## config.mk

```make
export PLATFORM = sky130hd
export DESIGN_NAME = led_blink_mode_controller_unit_flat
export DESIGN_NICKNAME = d
export VERILOG_FILES = /design/src/design/lbmc_pkg.sv /design/src/design/lbmc_channels.sv /design/src/design/led_blink_mode_controller_unit.sv /design/src/design/lbmc_apb_regs.sv /design/src/design/lbmc_blink_timer.sv /design/src/design/lbmc_led_bank.sv /design/src/flat_wrapper.sv
export VERILOG_INCLUDE_DIRS = /design/src /design/src/design
export SDC_FILE = /design/constraint.sdc
export NUM_CORES = 1
export LEC_CHECK = 0
export BUFFER_PORTS_ARGS = -buffer_cell sky130_fd_sc_hd__buf_2
export CORE_MARGIN = 1.5
export CORE_UTILIZATION = 54
export CTS_CLUSTER_DIAMETER = 100
export DETAILED_ROUTE_END_ITERATION = 12
export GPL_TIMING_DRIVEN = 0
export HOLD_SLACK_MARGIN = 0.15
export MAX_ROUTING_LAYER = met4
export PLACE_DENSITY = 0.8
export SYNTH_ARGS = -nofsm -noshare
export SYNTH_HDL_FRONTEND = slang
export SYNTH_SLANG_ARGS = --single-unit
export TNS_END_PERCENT = 1
```

## constraint.sdc

```tcl
create_clock -name clk -period 3.8 [get_ports clk]
set_input_delay 0.57 -clock clk [delete_from_list [all_inputs] [get_ports clk]]
set_output_delay 0.57 -clock clk [all_outputs]
set_load 0.01 [all_outputs]
```

## src/design/assert_macros.svh

```systemverilog
`ifndef ASSERT_MACROS_SVH
`define ASSERT_MACROS_SVH

// property checked at every rising edge, off while reset is asserted
`define ASSERT_AT_CLK(label, clk, rst_n, prop) \
	label: assert property (@(posedge clk) disable iff (!rst_n) (prop)) \
		else $error("lbmc assertion failed");

// consequence expected in the cycle after the trigger
`define ASSERT_NEXT(label, clk, rst_n, ante, cons) \
	label: assert property (@(posedge clk) disable iff (!rst_n) (ante) |=> (cons)) \
		else $error("lbmc assertion failed");

`endif

```

## src/design/lbmc_pkg.sv

```systemverilog
package lbmc_pkg;

	localparam int LINE_W = 6;
	localparam int ADDR_W = 3;
	localparam int DATA_W = 32;
	localparam int PERIOD_W = 8;

	localparam logic [15:0] ALL_LEDS = 16'hFFFF;

	localparam logic [PERIOD_W-1:0] BLINK_A_RESET = 8'd2;
	localparam logic [PERIOD_W-1:0] BLINK_B_RESET = 8'd8;

	// register select is address bit 2
	localparam int REG_SEL_BIT = 2;
	localparam logic REG_A_IDX = 1'b0;
	localparam logic REG_B_IDX = 1'b1;

	localparam logic [1:0] OP_TICK = 2'd0;
	localparam logic [1:0] OP_SET  = 2'd1;

	typedef enum logic [1:0] {
		MODE_OFF     = 2'd0,
		MODE_BLINK_A = 2'd1,
		MODE_BLINK_B = 2'd2,
		MODE_ON      = 2'd3
	} mode_t;

	typedef enum logic [1:0] {
		ST_OK       = 2'd0,
		ST_BAD_MODE = 2'd1,
		ST_BAD_LED  = 2'd2,
		ST_BAD_CMD  = 2'd3
	} status_t;

	typedef struct packed {
		logic [PERIOD_W-1:0] period_a;
		logic [PERIOD_W-1:0] period_b;
	} cfg_t;

	typedef struct packed {
		logic lit_a;
		logic lit_b;
	} blink_t;

	// a period of zero behaves as a period of one
	function automatic logic [PERIOD_W-1:0] reload_of(input logic [PERIOD_W-1:0] period);
		return (period == '0) ? '0 : period - 1'b1;
	endfunction

endpackage

```

## src/design/lbmc_channels.sv

```systemverilog
interface lbmc_req_if;
	logic        valid;
	logic        ready;
	logic [1:0]  op;
	logic [15:0] led_number;
	logic [15:0] mode_value;

	modport source (output valid, output op, output led_number, output mode_value, input ready);
	modport sink (input valid, input op, input led_number, input mode_value, output ready);
endinterface

interface lbmc_rsp_if;
	logic       valid;
	logic       ready;
	logic [5:0] led_lines;
	logic [1:0] status;

	modport source (output valid, output led_lines, output status, input ready);
	modport sink (input valid, input led_lines, input status, output ready);
endinterface

```

## src/design/led_blink_mode_controller_unit.sv

```systemverilog
// LED blink controller: LED_COUNT LED lines (up to six shown on led_lines), each
// in mode off, on, blink A or blink B. A set transaction (op 1) stores a mode
// for one LED, or for all LEDs with number 0xFFFF; a single LED set to off or
// on switches at once, while setting all LEDs waits for the next tick. A tick
// transaction (op 0) drives every line from its mode, then steps both blink
// counters down, reloading at period-1. Every transaction returns exactly one
// result with the line levels and a status (ok, bad mode, bad LED number, bad
// command). The block takes one transaction per clock cycle while results are
// taken. The work runs between an input register and a result register, which
// offers the result. Input ready is high whenever the input register is empty
// or moving on, which it does when the result register is empty or taken.
// Periods are set over the APB port (A at byte 0, B at byte 4); the user must
// write them only while the block is idle, which the block itself does not
// enforce. A period write does not reload its counter.
`include "assert_macros.svh"

module led_blink_mode_controller_unit #(
	parameter int LED_COUNT = 6
) (
	input  logic                        clk,
	input  logic                        arst_n,
	lbmc_req_if.sink                    req,
	lbmc_rsp_if.source                  rsp,
	input  logic                        psel,
	input  logic                        penable,
	input  logic                        pwrite,
	input  logic [lbmc_pkg::ADDR_W-1:0] paddr,
	input  logic [lbmc_pkg::DATA_W-1:0] pwdata,
	output logic [lbmc_pkg::DATA_W-1:0] prdata,
	output logic                        pready
);
	import lbmc_pkg::*;

	// input register
	logic        valid_s1;
	logic [1:0]  op_s1;
	logic [15:0] led_number_s1;
	logic [15:0] mode_value_s1;

	// result register
	logic              rsp_valid_q;
	logic [LINE_W-1:0] led_lines_s2;
	status_t           status_s2;

	logic              adv;
	logic              tick;
	cfg_t              cfg;
	blink_t            blink;
	logic [LINE_W-1:0] lines_next;
	status_t           status_next;

	// rejected transactions leaving stage 1, used by the checks below
	logic              bad_mode_adv;
	logic              bad_cmd_adv;

	// stage 1 hands its transaction to the result register
	assign adv       = valid_s1 && (!rsp_valid_q || rsp.ready);
	assign req.ready = !valid_s1 || adv;
	assign tick      = adv && (op_s1 == OP_TICK);

	always_ff @(posedge clk or negedge arst_n) begin
		if (!arst_n) begin
			valid_s1 <= 1'b0;
		end else if (req.ready) begin
			valid_s1 <= req.valid;
		end
	end

	// payload only, no reset needed
	always_ff @(posedge clk) begin
		if (req.ready && req.valid) begin
			op_s1         <= req.op;
			led_number_s1 <= req.led_number;
			mode_value_s1 <= req.mode_value;
		end
	end

	lbmc_apb_regs u_regs (
		.clk     (clk),
		.arst_n  (arst_n),
		.psel    (psel),
		.penable (penable),
		.pwrite  (pwrite),
		.paddr   (paddr),
		.pwdata  (pwdata),
		.prdata  (prdata),
		.pready  (pready),
		.cfg     (cfg)
	);

	lbmc_blink_timer u_timer (
		.clk    (clk),
		.arst_n (arst_n),
		.cfg    (cfg),
		.tick   (tick),
		.blink  (blink)
	);

	lbmc_led_bank #(
		.LED_COUNT (LED_COUNT)
	) u_bank (
		.clk        (clk),
		.arst_n     (arst_n),
		.fire       (adv),
		.op         (op_s1),
		.led_number (led_number_s1),
		.mode_value (mode_value_s1),
		.blink      (blink),
		.led_lines  (lines_next),
		.status     (status_next)
	);

	always_ff @(posedge clk or negedge arst_n) begin
		if (!arst_n) begin
			rsp_valid_q <= 1'b0;
		end else if (adv) begin
			rsp_valid_q <= 1'b1;
		end else if (rsp.ready) begin
			rsp_valid_q <= 1'b0;
		end
	end

	// led_lines_s2 is reset so it always mirrors the stored line levels
	always_ff @(posedge clk or negedge arst_n) begin
		if (!arst_n) begin
			led_lines_s2 <= '0;
			status_s2    <= ST_OK;
		end else if (adv) begin
			led_lines_s2 <= lines_next;
			status_s2    <= status_next;
		end
	end

	assign rsp.valid     = rsp_valid_q;
	assign rsp.led_lines = led_lines_s2;
	assign rsp.status    = status_s2;

	assign bad_mode_adv = adv && (op_s1 == OP_SET) && (mode_value_s1[15:2] != 14'd0);
	assign bad_cmd_adv  = adv && (op_s1 != OP_TICK) && (op_s1 != OP_SET);

	// every transaction leaving stage 1 becomes a visible result
	`ASSERT_NEXT(a_adv_fills_rsp, clk, arst_n, adv, rsp_valid_q)
	// a stalled transaction stays in stage 1 untouched
	`ASSERT_NEXT(a_s1_held, clk, arst_n, valid_s1 && !adv, valid_s1 && $stable(op_s1))
	// bad mode reports and leaves the lines alone
	`ASSERT_NEXT(a_bad_mode, clk, arst_n, bad_mode_adv, status_s2 == ST_BAD_MODE && $stable(led_lines_s2))
	// unsupported command reports and leaves the lines alone
	`ASSERT_NEXT(a_bad_cmd, clk, arst_n, bad_cmd_adv, status_s2 == ST_BAD_CMD && $stable(led_lines_s2))

endmodule

```

## src/design/lbmc_apb_regs.sv

```systemverilog
module lbmc_apb_regs (
	input  logic                        clk,
	input  logic                        arst_n,
	input  logic                        psel,
	input  logic                        penable,
	input  logic                        pwrite,
	input  logic [lbmc_pkg::ADDR_W-1:0] paddr,
	input  logic [lbmc_pkg::DATA_W-1:0] pwdata,
	output logic [lbmc_pkg::DATA_W-1:0] prdata,
	output logic                        pready,
	output lbmc_pkg::cfg_t              cfg
);
	import lbmc_pkg::*;

	logic [PERIOD_W-1:0] period_a_q;
	logic [PERIOD_W-1:0] period_b_q;
	logic                wr_en;

	assign pready = 1'b1;
	assign wr_en  = psel & penable & pwrite;

	always_ff @(posedge clk or negedge arst_n) begin
		if (!arst_n) begin
			period_a_q <= BLINK_A_RESET;
			period_b_q <= BLINK_B_RESET;
		end else if (wr_en) begin
			case (paddr[REG_SEL_BIT])
				REG_A_IDX: period_a_q <= pwdata[PERIOD_W-1:0];
				default:   period_b_q <= pwdata[PERIOD_W-1:0];
			endcase
		end
	end

	always_comb begin
		case (paddr[REG_SEL_BIT])
			REG_A_IDX: prdata = {{(DATA_W-PERIOD_W){1'b0}}, period_a_q};
			default:   prdata = {{(DATA_W-PERIOD_W){1'b0}}, period_b_q};
		endcase
	end

	assign cfg.period_a = period_a_q;
	assign cfg.period_b = period_b_q;

endmodule

```

## src/design/lbmc_blink_timer.sv

```systemverilog
module lbmc_blink_timer (
	input  logic             clk,
	input  logic             arst_n,
	input  lbmc_pkg::cfg_t   cfg,
	input  logic             tick,
	output lbmc_pkg::blink_t blink
);
	import lbmc_pkg::*;

	logic [PERIOD_W-1:0] count_a_q;
	logic [PERIOD_W-1:0] count_b_q;
	logic [PERIOD_W-1:0] reload_a;
	logic [PERIOD_W-1:0] reload_b;

	assign reload_a = reload_of(cfg.period_a);
	assign reload_b = reload_of(cfg.period_b);

	// lit while the down counter sits in the upper half of the cycle
	assign blink.lit_a = count_a_q > (reload_a >> 1);
	assign blink.lit_b = count_b_q > (reload_b >> 1);

	always_ff @(posedge clk or negedge arst_n) begin
		if (!arst_n) begin
			count_a_q <= reload_of(BLINK_A_RESET);
			count_b_q <= reload_of(BLINK_B_RESET);
		end else if (tick) begin
			count_a_q <= (count_a_q == '0) ? reload_a : count_a_q - 1'b1;
			count_b_q <= (count_b_q == '0) ? reload_b : count_b_q - 1'b1;
		end
	end

endmodule

```

## src/design/lbmc_led_bank.sv

```systemverilog
module lbmc_led_bank #(
	parameter int LED_COUNT = 6
) (
	input  logic                        clk,
	input  logic                        arst_n,
	input  logic                        fire,
	input  logic [1:0]                  op,
	input  logic [15:0]                 led_number,
	input  logic [15:0]                 mode_value,
	input  lbmc_pkg::blink_t            blink,
	output logic [lbmc_pkg::LINE_W-1:0] led_lines,
	output lbmc_pkg::status_t           status
);
	import lbmc_pkg::*;

	localparam int IDX_W = (LED_COUNT > 1) ? $clog2(LED_COUNT) : 1;

	mode_t                modes_q [LED_COUNT];
	mode_t                modes_d [LED_COUNT];
	logic [LED_COUNT-1:0] lines_q;
	logic [LED_COUNT-1:0] lines_d;
	logic                 mode_ok;
	mode_t                req_mode;
	logic [IDX_W-1:0]     led_idx;

	assign mode_ok  = (mode_value[15:2] == 14'd0);
	assign req_mode = mode_t'(mode_value[1:0]);
	assign led_idx  = led_number[IDX_W-1:0];

	always_comb begin
		modes_d = modes_q;
		lines_d = lines_q;
		status  = ST_OK;
		case (op)
			OP_TICK: begin
				for (int i = 0; i < LED_COUNT; i++) begin
					case (modes_q[i])
						MODE_OFF:     lines_d[i] = 1'b0;
						MODE_ON:      lines_d[i] = 1'b1;
						MODE_BLINK_A: lines_d[i] = blink.lit_a;
						default:      lines_d[i] = blink.lit_b;
					endcase
				end
			end
			OP_SET: begin
				if (!mode_ok) begin
					status = ST_BAD_MODE;
				end else if (led_number == ALL_LEDS) begin
					// lines follow on the next tick
					for (int i = 0; i < LED_COUNT; i++) begin
						modes_d[i] = req_mode;
					end
				end else if (led_number >= 16'(LED_COUNT)) begin
					status = ST_BAD_LED;
				end else begin
					modes_d[led_idx] = req_mode;
					if (req_mode == MODE_OFF) begin
						lines_d[led_idx] = 1'b0;
					end else if (req_mode == MODE_ON) begin
						lines_d[led_idx] = 1'b1;
					end
				end
			end
			default: status = ST_BAD_CMD;
		endcase
	end

	always_ff @(posedge clk or negedge arst_n) begin
		if (!arst_n) begin
			for (int i = 0; i < LED_COUNT; i++) begin
				modes_q[i] <= MODE_OFF;
			end
			lines_q <= '0;
		end else if (fire) begin
			modes_q <= modes_d;
			lines_q <= lines_d;
		end
	end

	for (genvar i = 0; i < LINE_W; i++) begin : g_line
		if (i < LED_COUNT) begin : g_used
			assign led_lines[i] = lines_d[i];
		end else begin : g_unused
			assign led_lines[i] = 1'b0;
		end
	end

endmodule
```

## src/flat_wrapper.sv

```systemverilog
// flat-port wrapper written by rule: the top's interface ports become plain ports
module led_blink_mode_controller_unit_flat import lbmc_pkg::*;
#(
	parameter int LED_COUNT = 6
)
  (clk, arst_n, psel, penable, pwrite, paddr, pwdata, prdata, pready, req_valid, req_op, req_led_number, req_mode_value, req_ready, rsp_valid, rsp_led_lines, rsp_status, rsp_ready);
  lbmc_req_if req_i ();
  lbmc_rsp_if rsp_i ();
  input  logic clk;
  input  logic arst_n;
  input  logic psel;
  input  logic penable;
  input  logic pwrite;
  input  logic [lbmc_pkg::ADDR_W-1:0] paddr;
  input  logic [lbmc_pkg::DATA_W-1:0] pwdata;
  output logic [lbmc_pkg::DATA_W-1:0] prdata;
  output logic pready;
  input wire logic [$bits(req_i.valid)-1:0] req_valid;
  input wire logic [$bits(req_i.op)-1:0] req_op;
  input wire logic [$bits(req_i.led_number)-1:0] req_led_number;
  input wire logic [$bits(req_i.mode_value)-1:0] req_mode_value;
  output wire logic [$bits(req_i.ready)-1:0] req_ready;
  output wire logic [$bits(rsp_i.valid)-1:0] rsp_valid;
  output wire logic [$bits(rsp_i.led_lines)-1:0] rsp_led_lines;
  output wire logic [$bits(rsp_i.status)-1:0] rsp_status;
  input wire logic [$bits(rsp_i.ready)-1:0] rsp_ready;
  assign req_i.valid = req_valid;
  assign req_i.op = req_op;
  assign req_i.led_number = req_led_number;
  assign req_i.mode_value = req_mode_value;
  assign req_ready = req_i.ready;
  assign rsp_valid = rsp_i.valid;
  assign rsp_led_lines = rsp_i.led_lines;
  assign rsp_status = rsp_i.status;
  assign rsp_i.ready = rsp_ready;
  led_blink_mode_controller_unit #(.LED_COUNT(LED_COUNT)) u_core (.clk(clk), .arst_n(arst_n), .req(req_i), .rsp(rsp_i), .psel(psel), .penable(penable), .pwrite(pwrite), .paddr(paddr), .pwdata(pwdata), .prdata(prdata), .pready(pready));
endmodule
```

Yosys cells after proc, flatten, opt, wreduce, memory -nomap -nowiden. Cells that the tools add are included.

Bitwise gates (word level): 7. Order comparisons: 7. Equality and inequality tests: 20. Add/subtract/negate cells: 4. Reduce and logical (&&, ||, !) cells: 28. Mux-type cells: 30.

Operators with widths (number): 2-to-1 mux 8 bit (5); logical NOT 8 bit (4); subtractor 8 x 1 -> 8 bit (second input constant) (4); 2-to-1 mux 6 bit (5); 2-to-1 mux 12 bit (2); one-hot mux 1 bit (3 select lines) (6); equality test 16 bit (second input constant) (1); >= comparator 16 x 3 -> 1 bit (second input constant) (1); > comparator 8 x 7 -> 1 bit (2); logical NOT 2 bit (8); equality test 2 x 1 -> 1 bit (second input constant) (7); equality test 2 bit (second input constant) (7); logical NOT 14 bit (1); bitwise mux 12 bit (1); one-hot mux 6 bit (2 select lines) (1); 2-to-1 mux 2 bit (4); inequality test 2 bit (second input constant) (4); bitwise AND 6 bit (1); demux 2 bit (select 3 bit) (1); inverter 6 bit (1); OR 6 bit (1); AND reduction 6 bit (1); logical AND 1 bit (5); >= comparator 4 bit (second input constant) (1); 15 further kinds (22).

Word-level logic and storage cells: 113. Register bits: 88. Input bits: 76.

Longest topological paths before layout. Gate-level depths: netlist of run 1.

Depth after elaboration: 11. Depth in mapped cells: 12. Mapped depth without buffers: 12.

Modules after synthesis. A second synthesis of run 1 with hierarchy kept.

Cell total of the unflattened synthesis: 467. Area, all modules: 5338.9 µm².

By module, submodules not included: lbmc_blink_timer (area an instance 1710.4 µm², seq. area each 405.4 µm², cells each 197, times used 1); led_blink_mode_controller_unit (area an instance 1452.6 µm², seq. area each 1271.2 µm², cells each 60, times used 1); lbmc_led_bank (area an instance 1251.2 µm², seq. area each 450.4 µm², cells each 140, times used 1); lbmc_apb_regs (area an instance 924.6 µm², seq. area each 402.9 µm², cells each 70, times used 1).

Least setup slack after synthesis of run 1. Ideal clock, no wire load.

Path type: register to register. From: register u_core.u_regs.period_b_q[5]. To: register (tool-made name). Stages on the path, launching flop included: 11. Arrival: 2493 ps. Slack: 1177 ps. Data required time: 3671 ps. Setup time: 129 ps. Cells stage by stage: dfrtp_1 -> or4_4 -> nor2_1 -> xor2_1 -> nand2_1 -> ha_1 -> a21o_1 -> a211oi_1 -> nand3_1 -> a211oi_1 -> a211oi_1.

RTL lines: start, declared (RTL line lbmc_apb_regs.sv:16) `logic [PERIOD_W-1:0] period_b_q;`; start signal, assigned (RTL line lbmc_apb_regs.sv:29) `default: period_b_q <= pwdata[PERIOD_W-1:0];`.

==> reports/metrics.cfg, run 1 <==
[cts]
cts_tree=built
cts_resized=0
ctsHtreeMaxLevel=3
cts.clk_slew.worst_paths_ns=0.10
clk_latency_ns=0.36
cts_setup_buffers=0
cts-root-buf=clkbuf_8
clock_path_buffers=2
hold_buffers=0
numCtsBuffers=9
cts.sinks=88

[floorplanning]
row_count=34
coreArea_um2=8760
die_area_um2=9670
start_util=0.560
io_pins=119
die_w_um=98.3
die_y_um=98.3

[sta]
fin_crit_ns=3.08
whs_ns=0.379
worstMarginPinSlew_ns=1.19
rsz0062_at_grt=false
slew_viol_final=0
postLayoutSetupSlackWorst_ns=0.721
finClkSkew_ns=0.0124
fin_crit_sh=0.810
fmax_mhz=325
hold_viol_final=0
slew_headroom=0.207
final.setup.tns_ns=0
finalSetupViolCount=0

[yosys]
synthMuxAreaShare=0.0936
yosys.area_share.simple=0.179
yosysSeqAreaShare=0.485
synthXorXnorAreaFrac=0.0178
netlist_area_um2=4910
syn_inst=455
synth-async-reset-ratio=0.614
synthAdderAreaFrac=0.0586
syn_avg_cell_area_um2=10.8
synth_seq_cells=88
synth_top_family_by_area=simple AND/OR/NAND/NOR gates
synth.distinct_cells=57
synth-edff-count=34
yosys_warnings=0
synth_compound_area_frac=0.0997
synth_ff_type=dfrtp_1

[routing]
post_drt_wl_per_cell_um=15.7
vias=3790
drtPass1Iterations=5
wl_um=10500
drc_errors=0
avgViaCountPerCell=5.67
ant_nets=0
drt_iter0_drc=181

[grt]
grt_pass1_vias=3653
gr-usage-all-layers=0.232
grt_overflow=0
grt_max_degree=55
grt_pass1_wl_um=17400
antenna_found_initial=0

[flow_run]
drv_cap=0

[worst_setup_path]
critPathLaunchType=flop
crit_path_max_fanout=6
arrival_ns=3.34
worst-setup-path-type=flop to flop
cp-end-kind=flop
cp.required_ns=4.06

[finish]
diodes=0
multi_input_area_um2=2300
fillers=706
syn2layout_area_growth_pct=15.6
regArea_um2=2380
drive_gt1_frac=0.294
final_nets=655

[power]
power_per_cell_area_nw_per_um2=557
power.static_leakage_uw=0.00248
ir_drop_v=0.000286

[place]
pre_cts_slack_ns=0.787
io_buffers=67
place.gp.congestion=0.881
dp_hpwl_um=7690

[outcome]
status=finished clean

[hold_path]
hold_path_class=input pin to flop

## report_power, final
part	switching [uW]	total, uW	internal (uW)
sequential	198	1380	1180
clock	363	680	318
combinational	621	1100	476
## cells in the mapped netlist (2+ instances only)
| cell | n | area [um2] |
|---|---|---|
| dfrtp_1 | 48 | 1200 |
| nor2_1 | 46 | 173 |
| mux2_2 | 38 | 428 |
| edfxtp_1 | 34 | 1020 |
| buf_4 | 25 | 188 |
| ha_1 | 23 | 288 |
| nand2_1 | 23 | 86.3 |
| a21oi_1 | 22 | 110 |
| nand4_1 | 21 | 131 |
| inv_1 | 19 | 71.3 |
| o21ai_0 | 16 | 80.1 |
| a211oi_1 | 15 | 113 |
| nor3_1 | 13 | 65.1 |
| nand3_1 | 9 | 45.0 |
| nor4_1 | 9 | 56.3 |
| clkbuf_1 | 7 | 26.3 |
| dfstp_2 | 6 | 158 |
| nand2b_1 | 6 | 37.5 |
| o211ai_1 | 6 | 45.0 |
| xor2_1 | 6 | 52.6 |
| nor3b_1 | 5 | 37.5 |
| nor2b_1 | 4 | 25.0 |
| xnor2_1 | 4 | 35.0 |
| and2_1 | 3 | 18.8 |
| nand4b_1 | 3 | 26.3 |
| o31ai_1 | 3 | 22.5 |
| or3_1 | 3 | 18.8 |
| a21o_1 | 2 | 15.0 |
| a22o_1 | 2 | 17.5 |
| a22oi_1 | 2 | 15.0 |
| and3_1 | 2 | 12.5 |
| conb_1 | 2 | 7.51 |
| mux2i_1 | 2 | 20.0 |
| o22ai_1 | 2 | 12.5 |
| or4_1 | 2 | 15.0 |
## worst paths after layout
check                      slack [ns]  cells after the start                          end                         from
max                              0.72                      9                         flop  u_core.u_regs.period_b_q[5]
min                              0.38                      1      u_core.led_number_s1[3]            req_led_number[3]
max reg2reg                      0.72                      9                         flop  u_core.u_regs.period_b_q[5]
min reg2reg                      0.51                      1  u_core.u_timer.count_a_q[0]  u_core.u_regs.period_a_q[0]
max in group asynchronous        2.62                      1  u_core.u_timer.count_a_q[7]                       arst_n
min in group asynchronous        0.45                      1  u_core.u_regs.period_a_q[4]                       arst_n
## through the flow
stage          std cells  power, uW  utilization  instance area [um2]
2_1_floorplan        478       2140            -                 4990
3_3_place_gp         653       2410        0.624                 5470
3_5_place_dp         653       2470        0.624                 5470
4_1_cts              669       3170        0.647                 5670
5_1_grt              669       3390        0.648                 5680
6_report             669       3160        0.648                 5680
## cells by family after synthesis
kind of cell	Yosys count
AND/OR/NAND/NOR	161
flip-flops	88
AO/OA/AOI/OAI	75
buffers and inverters	55
multiplexers	41
adder cells (fa/ha/maj)	23
XOR/XNOR	10
other	2
## cell type report
cell class / instances / share of cell area
plain buffers: 36 / 0.0437
multi-input cells: 335 / 0.405
clock buffers: 9 / 0.0218
well taps: 108 / 0.0238
inverters: 19 / 0.0126
clock inverters: 7 / 0.0150
flip-flops and latches: 88 / 0.419
repair buffers: 67 / 0.0591
## registers in the layout, indices dropped and copies added, names as in the netlist, named ones only
| register | flops |
|---|---|
| u_core.mode_value_s1 | 16 |
| u_core.u_regs.period_a_q | 8 |
| u_core.rsp.valid | 1 |
| u_core.u_timer.count_b_q | 8 |
| u_core.rsp.status | 2 |
| u_core.u_bank.modes_q | 12 |
| u_core.op_s1 | 2 |
| u_core.u_timer.count_a_q | 8 |
| u_core.u_regs.period_b_q | 8 |
| u_core.valid_s1 | 1 |
| u_core.led_number_s1 | 16 |
## layout by cell type, fill, tap and decap left out, types with 3 or more instances in the layout
cell / n
inv_1: 19
nor3b_1: 5
buf_4: 25
dfstp_2: 6
conb_1: 25
clkbuf_8: 10
or3_1: 3
nand3_1: 9
nand4b_1: 3
nor2b_1: 4
nor4_1: 9
clkbuf_1: 7
edfxtp_1: 34
xnor2_1: 4
a211oi_1: 15
mux2_2: 38
nor2_1: 46
nor3_1: 13
o21ai_0: 16
xor2_1: 6
nand4_1: 21
nand2_1: 23
ha_1: 23
o211ai_1: 6
a21oi_1: 22
o31ai_1: 3
buf_2: 68
dfrtp_1: 48
nand2b_1: 6
## worst max-delay path: stages (launching register included)
cell and delay [ns]:
dfrtp_1 0.43, or4_4 0.58, nor4_1 0.27, mux2i_1 0.33
ha_1 0.30, nand4b_1 0.11, nor2_1 0.06, a21oi_1 0.46
a211oi_1 0.16, a211oi_1 0.28
## per-layer routing
layer | part of all wire | global-route usage
met3 | 0.051 | 0.0429
met4 | 0.012 | 0.0628
met2 | 0.51 | 0.385
met5 | 0 | -
met1 | 0.43 | 0.292
Note: power is estimated with default switching activity, not from simulation.
==> run 2, diff against run 1 <==
Settings changed: CORE_UTILIZATION 54 to 49, PLACE_DENSITY 0.8 to 0.77.
Clock period 3.8 ns to 2.69 ns, I/O delays scaled along.
==> run 2 against run 1 <==
The run now ends with setup timing left. Cell area grew 4.5%. Clock power grew 51%. Global-route usage shrank 1.2 points. Critical path type unchanged.
==> reports/metrics.cfg, run 2 (synthesis gave the netlist of run 1 again) <==
[outcome]
status=finished with violations
violations=setup timing

[hold_path]
min-delay-start=req_led_number[2]
hold_path_class=input pin to flop
whs_path_depth=1  ; unchanged
whs_endpoint=u_core.led_number_s1[2]

[place]
io_buffers=67  ; unchanged
dp_hpwl_um=7960  ; +3.5%
place.gp.congestion=0.912  ; +3.5%
postPlaceCellArea_um2=5500  ; +0.57%
placed_cells=678  ; +3.8%

[worst_setup_path]
r2r-start=u_core.u_regs.period_b_q[5]
crit_path_max_fanout=6  ; unchanged
reg2reg_slack_ns=-0.21  ; -0.93 ns
worst-setup-path-type=flop to flop
cp.required_ns=2.94  ; -1.12 ns
critPathLaunch=u_core.u_regs.period_b_q[5]
cp-end-kind=flop
arrival_ns=3.14  ; -0.20 ns
critPathLaunchType=flop
timing.reg2reg.worst_path_depth=10  ; +1

[cts]
numCtsBuffers=9  ; unchanged
cts.sinks=88  ; unchanged
cts-root-buf=clkbuf_8
cts.clk_slew.worst_paths_ns=0.09  ; about the same
cts_tree=built
clock_path_buffers=2  ; unchanged
ctsHtreeMaxLevel=3  ; unchanged
clk_latency_ns=0.37  ; about the same

[sta]
postLayoutSetupSlackWorst_ns=-0.208  ; -0.929 ns
fin_crit_ns=2.90  ; -0.181 ns
worstMarginPinSlew_ns=1.17  ; -0.0164 ns
final.setup.tns_ns=-0.815  ; -0.815 ns
slew_headroom=0.218  ; +0.0109
whs_ns=0.204  ; -0.175 ns
fmax_mhz=345  ; +6.2%
rsz0062_at_grt=true
hold_viol_final=0  ; unchanged
slew_viol_final=0  ; unchanged
fin_crit_sh=1.08  ; +0.267
finalSetupViolCount=6  ; +6
finClkSkew_ns=0.0120  ; -0.000383 ns

[routing]
wl_um=11100  ; +5.9%
wl_met2_um=5580  ; +5.3%
avgViaCountPerCell=5.49  ; -3.1%
top_layer=met4
drc_errors=0  ; unchanged
ant_nets=0  ; unchanged
wl_met1_um=4720  ; +4.5%
post_drt_wl_per_cell_um=15.9  ; +1.3%
drtPass1Iterations=4  ; -1
vias=3839  ; +1.3%
drt_iter0_drc=184  ; +1.7%
dr_wl_met3_um=603  ; +13%

[flow_run]
drv_cap=0  ; unchanged

[finish]
finalNonFillerCells=699  ; +4.5%
diodes=0  ; unchanged
final_area_um2=5930  ; +4.5%
fillers=772  ; +9.3%
finish.utilization=0.610  ; -0.0379
top_regs=u_core.led_number_s1 x16, u_core.mode_value_s1 x16, u_core.u_bank.modes_q x12
drive_gt1_frac=0.339  ; +0.0451
most-common-layout-cells=buf_2, dfrtp_1, nor2_1, mux2_2, edfxtp_1
layout_commonest_cell=buf_2
syn2layout_area_growth_pct=20.9
final_nets=660  ; +0.76%

[grt]
grt_pass1_vias=3646  ; -0.19%
antenna_found_initial=0  ; unchanged
grt_pass1_wl_um=17300  ; -0.67%
grt_overflow=0  ; unchanged
gr-usage-all-layers=0.219  ; -0.0123
grt_max_degree=55  ; unchanged

[floorplanning]
io_pins=119  ; unchanged
die_y_um=103  ; +4.8%
die_area_um2=10600  ; +9.9%
die_w_um=103  ; +4.8%
row_count=36  ; +5.9%
start_util=0.505  ; -0.0556
coreArea_um2=9730  ; +11%

[power]
power.switching_uw=1830  ; +55%
internal_power_uw=3010  ; +52%
swShare=0.378  ; +0.00402
power.static_leakage_uw=0.00255  ; +2.8%
pwr-share-clk=0.213  ; -0.002
power_per_cell_area_nw_per_um2=816  ; +47%
ir_drop_v=0.000367  ; +28%
p_seq_frac=0.410  ; -0.027
combPwrFrac=0.377  ; +0.030

run 2: changes by cell type in the layout (fill, tap and decap cells not counted), sizes merged:
cell      previous run  this run
buf                 95       100
clkinvlp             2         0
bufinv               1         2
inv                 23        21
clkinv               0         3
run 2: layout make-up:
class,instances,area (um2),share of cell area
buffer,36,248,0.0418
clock buffer,9,124,0.0209
sequential,88,2380,0.401
tap,133,166,0.0281
multi-input combinational,335,2470,0.416
clock inverter,7,104,0.0175
inverter,19,71.3,0.0120
timing repair buffer,72,373,0.0629
run 2: metal layers:
| layer | GRT usage | vias to the layer above |
|---|---|---|
| met5 | - | - |
| met4 | 0.0769 | 0 |
| met3 | 0.0420 | 19 |
| met2 | 0.355 | 127 |
| met1 | 0.276 | 1851 |
| li1 | - | 1842 |
run 2: worst max-delay path, cell delays in order, from the launching register on:
cell and delay, ns:
dfrtp_1 0.42, or4_4 0.60, nor2_4 0.11, xor2_1 0.17
nand2_2 0.10, ha_4 0.22, a21o_1 0.20, a211oi_4 0.37
nand3_4 0.18, a211oi_2 0.31, a211oi_2 0.08
run 2: power groups by stage:
stage                     clock [uW]  combinational [uW]  sequential, uW
after global placement             0                1440            1960
after CTS                       1050                1740            1960
after detailed placement           0                1520            1980
after global routing            1110                2010            2020
after floorplan                    0                1100            1920
final                           1030                1820            1980
run 2: worst max path at each step:
stage,to,slack (ns),cells past startpoint
finish,flop,-0.21,10
global route,flop,-0.30,10
CTS,flop,-0.11,8
detailed placement,flop,-0.30,9
global placement,flop,-0.25,9
floorplan,flop,0.07,10
run 2: metrics by stage:
step	worst slack (ns)	total power, uW
CTS	-0.106	4750
global placement	-0.252	3400
detailed placement	-0.299	3500
global route	-0.300	5140
finish	-0.208	4840
floorplan	0.0675	3020
run 2: what timing repair did:
| action | in CTS | in global routing |
|---|---|---|
| cloned | 0 | 0 |
| setup endpoints to repair | 6 | 6 |
| hold buffers | 0 | 0 |
| setup buffers | 4 | 1 |
| endpoints found under the hold margin | 0 | 0 |
| pin swaps | 9 | 8 |
| gates resized for setup | 22 | 7 |
